--- src/zob_pkg.sv ---
// Package: widths, masks, search state and the per-bit BIGMIN step.
`timescale 1ns / 1ps

package zob_pkg;

    localparam int unsigned CODE_W          = 64;
    localparam int unsigned POS_W           = $clog2(CODE_W);
    localparam int unsigned STEPS_PER_STAGE = 8;
    localparam int unsigned NUM_STAGES      = CODE_W / STEPS_PER_STAGE;
    localparam int unsigned S_TDATA_W       = 3 * CODE_W;
    localparam int unsigned M_TDATA_W       = CODE_W;

    // Interleave masks: even bits belong to one dimension, odd bits to the other
    localparam logic [CODE_W-1:0] EVEN_MASK = 64'h5555_5555_5555_5555;
    localparam logic [CODE_W-1:0] ODD_MASK  = 64'haaaa_aaaa_aaaa_aaaa;

    typedef struct packed {
        logic [CODE_W-1:0] code;
        logic [CODE_W-1:0] lo;
        logic [CODE_W-1:0] hi;
        logic [CODE_W-1:0] cand;    // candidate, or the answer once search stops
        logic              active;  // still scanning bits
        logic              fault;
    } srch_t;

    // One bit position of the scan
    function automatic srch_t bigmin_step(input srch_t s, input logic [POS_W-1:0] pos);
        logic [CODE_W-1:0] bit_m;
        logic [CODE_W-1:0] below;
        logic [CODE_W-1:0] same;
        logic [CODE_W-1:0] keep;
        logic [CODE_W-1:0] ones;
        logic [2:0]        sel;
        srch_t             r;
        r     = s;
        bit_m = {{(CODE_W-1){1'b0}}, 1'b1} << pos;
        below = {CODE_W{1'b1}} >> (POS_W'(CODE_W - 1) - pos);
        same  = (pos[0] ? ODD_MASK : EVEN_MASK) & below;
        keep  = ~same;
        ones  = same & ~bit_m;
        sel   = {s.code[pos], s.lo[pos], s.hi[pos]};
        if (s.active) begin
            case (sel)
                3'b000, 3'b111: begin
                end
                3'b001: begin
                    r.cand = (s.lo & keep) | bit_m;
                    r.hi   = (s.hi & keep) | ones;
                end
                3'b011: begin
                    r.cand   = s.lo;
                    r.active = 1'b0;
                end
                3'b100: begin
                    r.active = 1'b0;
                end
                3'b101: begin
                    r.lo = (s.lo & keep) | bit_m;
                end
                default: begin
                    // low bit set with high bit clear cannot happen on a valid box
                    r.fault  = 1'b1;
                    r.active = 1'b0;
                end
            endcase
        end
        return r;
    endfunction

endpackage

--- src/zob_stage.sv ---
// One pipeline stage: a group of bit steps of the BIGMIN scan, registered.
`timescale 1ns / 1ps

module zob_stage #(
    parameter int unsigned FIRST_POS = zob_pkg::CODE_W - 1
) (
    input  logic          aclk,
    input  logic          aresetn,
    input  logic          in_valid,
    output logic          in_ready,
    input  zob_pkg::srch_t in_state,
    output logic          out_valid,
    input  logic          out_ready,
    output zob_pkg::srch_t out_state
);
    import zob_pkg::*;

    logic  valid_reg;
    srch_t state_reg;
    srch_t state_next;

    assign in_ready  = !valid_reg || out_ready;
    assign out_valid = valid_reg;
    assign out_state = state_reg;

    // bits FIRST_POS down to FIRST_POS-7, most significant first
    always_comb begin
        state_next = in_state;
        for (int k = 0; k < STEPS_PER_STAGE; k++) begin
            state_next = bigmin_step(state_next, POS_W'(FIRST_POS - k));
        end
    end

    always_ff @(posedge aclk) begin
        if (!aresetn) begin
            valid_reg <= 1'b0;
        end else if (in_ready) begin
            valid_reg <= in_valid;
        end
    end

    always_ff @(posedge aclk) begin
        if (in_ready && in_valid) begin
            state_reg <= state_next;
        end
    end

endmodule

--- src/z_order_bigmin_core.sv ---
// Top level: BIGMIN for 2-D 64-bit Morton codes, fully pipelined.
// Registers in order: entry stage, 8 scan stages of 8 bits each over the 64-bit code, output.
// Throughput: one beat per cycle when the result side does not stall.
// Each stage holds its beat under back-pressure and fills any bubble ahead of it.
// Reset (aresetn low, synchronous) empties every stage; data registers are not cleared.
`timescale 1ns / 1ps

module z_order_bigmin_core (
    input  logic                              aclk,
    input  logic                              aresetn,
    // s_tdata, low bit up: code_value[63:0], box_low_code[63:0], box_high_code[63:0]
    input  logic [zob_pkg::S_TDATA_W-1:0]     s_tdata,
    input  logic                              s_tvalid,
    output logic                              s_tready,
    // m_tdata, low bit up: next_inside_code[63:0]
    output logic [zob_pkg::M_TDATA_W-1:0]     m_tdata,
    // m_tuser: fault
    output logic                              m_tuser,
    output logic                              m_tvalid,
    input  logic                              m_tready
);
    import zob_pkg::*;

    // Entry stage: unpack, range check
    logic  entry_valid_reg;
    srch_t entry_state_reg;
    srch_t entry_state_next;

    // Scan pipeline links; index g feeds stage g
    logic  pipe_valid [0:NUM_STAGES];
    logic  pipe_ready [0:NUM_STAGES];
    srch_t pipe_state [0:NUM_STAGES];

    // Output register
    logic              out_valid_reg;
    logic [CODE_W-1:0] out_data_reg;
    logic              out_fault_reg;
    logic [CODE_W-1:0] out_data_next;
    logic              out_fault_next;

    logic              in_take;

    assign in_take  = s_tvalid && s_tready;
    assign s_tready = !entry_valid_reg || pipe_ready[0];

    always_comb begin
        entry_state_next.code   = s_tdata[CODE_W-1:0];
        entry_state_next.lo     = s_tdata[2*CODE_W-1:CODE_W];
        entry_state_next.hi     = s_tdata[3*CODE_W-1:2*CODE_W];
        entry_state_next.cand   = s_tdata[2*CODE_W-1:CODE_W];
        // code must lie in [lo, hi)
        entry_state_next.fault  = (s_tdata[CODE_W-1:0] < s_tdata[2*CODE_W-1:CODE_W]) ||
                                  (s_tdata[CODE_W-1:0] >= s_tdata[3*CODE_W-1:2*CODE_W]);
        entry_state_next.active = !entry_state_next.fault;
    end

    always_ff @(posedge aclk) begin
        if (!aresetn) begin
            entry_valid_reg <= 1'b0;
        end else if (s_tready) begin
            entry_valid_reg <= s_tvalid;
        end
    end

    always_ff @(posedge aclk) begin
        if (in_take) begin
            entry_state_reg <= entry_state_next;
        end
    end

    assign pipe_valid[0] = entry_valid_reg;
    assign pipe_state[0] = entry_state_reg;

    // Bit scan, MSB first; stage g covers bits 63-8g down to 56-8g
    for (genvar g = 0; g < NUM_STAGES; g++) begin : g_scan
        zob_stage #(
            .FIRST_POS(CODE_W - 1 - g * STEPS_PER_STAGE)
        ) u_stage (
            .aclk      (aclk),
            .aresetn   (aresetn),
            .in_valid  (pipe_valid[g]),
            .in_ready  (pipe_ready[g]),
            .in_state  (pipe_state[g]),
            .out_valid (pipe_valid[g+1]),
            .out_ready (pipe_ready[g+1]),
            .out_state (pipe_state[g+1])
        );
    end

    assign pipe_ready[NUM_STAGES] = !out_valid_reg || m_tready;

    // Final check: the answer must sit strictly above the code, else fault with zero
    always_comb begin
        out_fault_next = pipe_state[NUM_STAGES].fault ||
                         (pipe_state[NUM_STAGES].cand <= pipe_state[NUM_STAGES].code);
        out_data_next  = out_fault_next ? '0 : pipe_state[NUM_STAGES].cand;
    end

    always_ff @(posedge aclk) begin
        if (!aresetn) begin
            out_valid_reg <= 1'b0;
        end else if (pipe_ready[NUM_STAGES]) begin
            out_valid_reg <= pipe_valid[NUM_STAGES];
        end
    end

    always_ff @(posedge aclk) begin
        if (pipe_ready[NUM_STAGES] && pipe_valid[NUM_STAGES]) begin
            out_data_reg  <= out_data_next;
            out_fault_reg <= out_fault_next;
        end
    end

    assign m_tvalid = out_valid_reg;
    assign m_tdata  = out_data_reg;
    assign m_tuser  = out_fault_reg;

endmodule

--- config.mk ---
export PLATFORM = sky130hd
export DESIGN_NAME = z_order_bigmin_core
export DESIGN_NICKNAME = d
export VERILOG_FILES = /design/src/zob_pkg.sv /design/src/zob_stage.sv /design/src/z_order_bigmin_core.sv
export SDC_FILE = /design/constraint.sdc
export NUM_CORES = 2
export LEC_CHECK = 0
export BUFFER_PORTS_ARGS = -buffer_cell sky130_fd_sc_hd__buf_2
export CAP_MARGIN = 20
export CORE_MARGIN = 2
export CORE_UTILIZATION = 40
export CTS_CLUSTER_SIZE = 40
export DETAILED_ROUTE_END_ITERATION = 8
export SLEW_MARGIN = 20
export SYNTH_ARGS = -nofsm -noshare
export SYNTH_HDL_FRONTEND = slang
export SYNTH_SLANG_ARGS = --single-unit
--- constraint.sdc ---
create_clock -name aclk -period 52.3 [get_ports aclk]
set_input_delay 2.615 -clock aclk [delete_from_list [all_inputs] [get_ports aclk]]
set_output_delay 2.615 -clock aclk [all_outputs]
set_load 0.05 [all_outputs]
==> results_dict.tcl <==
set metrics [dict create \
    multi_input_area_mm2 0.02245 \
    finClkSkew_ns 0.04760 \
    postCtsSetupBuffers 0 \
    min_period_ns 7.902 \
    cp.required_ns 49.69 \
    clockBufferDepth 3 \
    yosysUniqueCellTypes 116 \
    final_max_slew_viol_count 0 \
    hold_viol_final 0 \
    setup_ws_ns 44.40 \
    slew_headroom 0.3008 \
    comb_power_share 0.029 \
    fp-row-count 167 \
    ios 263 \
    leakagePower_nw 33.30 \
    area_growth_pct 13.40 \
    whs_path_depth 0 \
    antenna_found_initial 10 \
    synthCells 5537 \
    cts_buffers 195 \
    wl_per_cell_um 21.46 \
    regArea_mm2 0.05936 \
    cpPeakStageDelay_ns 0.54 \
    synth_flop_cell "edfxtp_1" \
    first_iter_violations 4080 \
    seq_area_frac_synth 0.7116 \
    outcome "finished, final reports clean" \
    ys_seq_elements 1980 \
    synth_top_area_cell "edfxtp_1" \
    firstDrtPassIters 6 \
    largest_register_ffs 1711 \
    intPower_mw 2.581 \
    grt_usage 0.1799 \
    die_w_um 460.7 \
    postRouteAntennaNets 0 \
    worstPathArrival_ns 5.29 \
    cap_violations 0 \
    grt_max_degree 85 \
    synth_top_area_frac 0.7092 \
    hold_buffers 0 \
    cts_tree "done" \
    grt_pass1_vias 44810 \
    final_cell_area_mm2 0.09459 \
    place_hpwl_mm 142.8 \
    whs_ns 0.4076 \
    slowest_stage "and2_0" \
    drc_errors 0 \
    ys_warn_count 0 \
    fin_nets 6294 \
    hold_start "g_scan[5].u_stage.out_state[240]" \
    finalPower_mw 3.249 \
    pre_cts_slack_ns 44.42 \
    die-height_um 460.7 \
    cts.sinks 1980 \
    routed_via_density 5.156 \
    setup_tns_ns 0 \
    start_util 0.4024 \
    setup_viol 0 \
    clock.fmax_mhz 126.6 \
    gp_congestion 0.9149 \
    dieArea_mm2 0.2122 \
    p_seq_frac 0.547 \
    post-route-period-util 0.1511 \
    synth.avg_cell_area_um2 15.07 \
    ir_drop_v 0.00002836 \
    tightest_slew_ns 1.045 \
    synth_nets 5924 \
    start_kind "input port" \
    swShare 0.2057 \
    powerDensity_mw_per_mm2 34.35 \
    hold_class "reg2reg" \
    r2r-end "g_scan[2].u_stage.out_state[22]" \
    clkPwrFrac 0.424 \
    cts_root_buf "clkbuf_16" \
    synthesis.area_mm2 0.08342 \
    clk_latency_ns 0.85 \
    io_buffers 262 \
    nFillCells 18280 \
    synth_area_leaders "edfxtp_1 (71%), ha_1 (2.9%), mux2_2 (2.7%)" \
    grt.overflow.total 0 \
    crit_chain "buf_2 > nor2b_1 > and2_1 > and3_1 > nand3_1 > nor2_1 > and2_0 > nand3_1 > buf_2" \
    place_area_mm2 0.08818 \
    vias 45700 \
    hold_end "g_scan[6].u_stage.out_state[240]" \
    async_flop_share 0 \
    grt_pass1_wl_mm 290.5 \
    rsz0062_at_grt "false" \
    drive_above_1_share 0.1702 \
    p_switching_uw 668.5 \
    core-area_mm2 0.2073 \
    worst-setup-path-type "in2out" \
    reg2reg_depth 11 \
    r2r_slack_ns 46.93 \
    crit_fanout 6 \
    cts_resized 0 \
    htreeDepth 4 \
    worstPathBufferInverterCount 2 \
    clk_pin_slew_ns 0.06 \
    r2r-start "g_scan[1].u_stage.out_state[241]" \
    crit_family "simple AND/OR/NAND/NOR gates" \
    crit_path_end_kind "output pin" \
    synth-edff-count 1970 \
    wl_mm 190.3 \
]
## metrics by stage
| stage | std cells | util |
|---|---|---|
| after floorplan | 5537 | - |
| after global placement | 8497 | 0.4254 |
| after detailed placement | 8498 | 0.4254 |
| after CTS | 8858 | 0.4563 |
| after global routing | 8861 | 0.4563 |
| final | 8864 | 0.4564 |
## how the worst max path moves through the flow
stage	end	from	slack, ns	cells after the start
6_report	s_tready	m_tready	44.40	9
4_1_cts	s_tready	m_tready	44.40	9
5_1_grt	s_tready	m_tready	44.17	9
3_5_place_dp	s_tready	m_tready	44.42	9
3_3_place_gp	s_tready	m_tready	44.39	9
2_1_floorplan	g_scan[0].u_stage.out_state[0]	m_tready	29.52	8
## logic make-up after synthesis
group | after synthesis | synth area share
AO/OA/AOI/OAI | 1047 | 0.09363
buffers and inverters | 437 | 0.02208
AND/OR/NAND/NOR | 1612 | 0.1082
flip-flops | 1980 | 0.7116
adder cells (fa/ha/maj) | 191 | 0.02865
multiplexers | 264 | 0.03520
XOR/XNOR | 6 | 0.0006300
## per-layer routing
metal  wire length (um)  part of all wire  track usage  vias to the layer above
met5                  0                 0            0                        -
met4               3094             0.016      0.04020                        0
met3               9974             0.052      0.02669                      221
met2              78570              0.41       0.2508                     1229
met1              98610              0.52       0.2922                    22180
li1                   -                 -            -                    22070
## synth_stat cells, types with 17 or more instances
| library cell | count |
|---|---|
| clkbuf_1 | 91 |
| a21o_1 | 95 |
| or2_2 | 119 |
| a22oi_1 | 23 |
| a221oi_1 | 17 |
| o31ai_1 | 22 |
| ha_1 | 191 |
| inv_1 | 274 |
| nand3_1 | 74 |
| and2_1 | 343 |
| o21ai_0 | 126 |
| mux2_2 | 198 |
| a21oi_1 | 161 |
| nand2_1 | 262 |
| nor2b_1 | 88 |
| a22o_1 | 152 |
| o22ai_1 | 30 |
| nor2_1 | 197 |
| or3_1 | 28 |
| nor4_1 | 20 |
| mux2i_1 | 29 |
| a31oi_1 | 68 |
| nand2b_1 | 219 |
| mux2_1 | 37 |
| a211oi_1 | 35 |
| and3_1 | 19 |
| o211ai_1 | 32 |
| edfxtp_1 | 1970 |
| buf_2 | 42 |
| nor3_1 | 93 |
| nand4_1 | 49 |
| o21a_1 | 20 |
## power groups by stage
stage / clock [mW] / combinational [mW] / sequential [mW]
2_1_floorplan: 0 / 0.0588 / 1.82
3_3_place_gp: 0 / 0.0926 / 1.81
3_5_place_dp: 0 / 0.0940 / 1.81
4_1_cts: 1.42 / 0.0945 / 1.78
5_1_grt: 1.48 / 0.105 / 1.78
6_report: 1.38 / 0.0930 / 1.78
## layout by cell type (no fill, tap or decap), drive strengths merged, types with 88 or more instances in the layout
cell type,n
ha,191
nand2b,219
a22o,152
a21o,95
and2,346
nor2,200
nor2b,88
buf,336
o21ai,138
nor3,97
mux2,235
clkbuf,232
or2,124
a21oi,161
edfxtp,1970
inv,287
nand2,264
## final cells by class
class / instances / share of cell area
clock buffers: 232 / 0.05393
repair buffers: 336 / 0.01971
clock inverters: 128 / 0.01361
multi-input cells: 3120 / 0.2373
flip-flops and latches: 1980 / 0.6275
diodes: 6 / 0.0001587
inverters: 274 / 0.01087
well taps: 2788 / 0.03688
(Power assumes the default switching activity.)
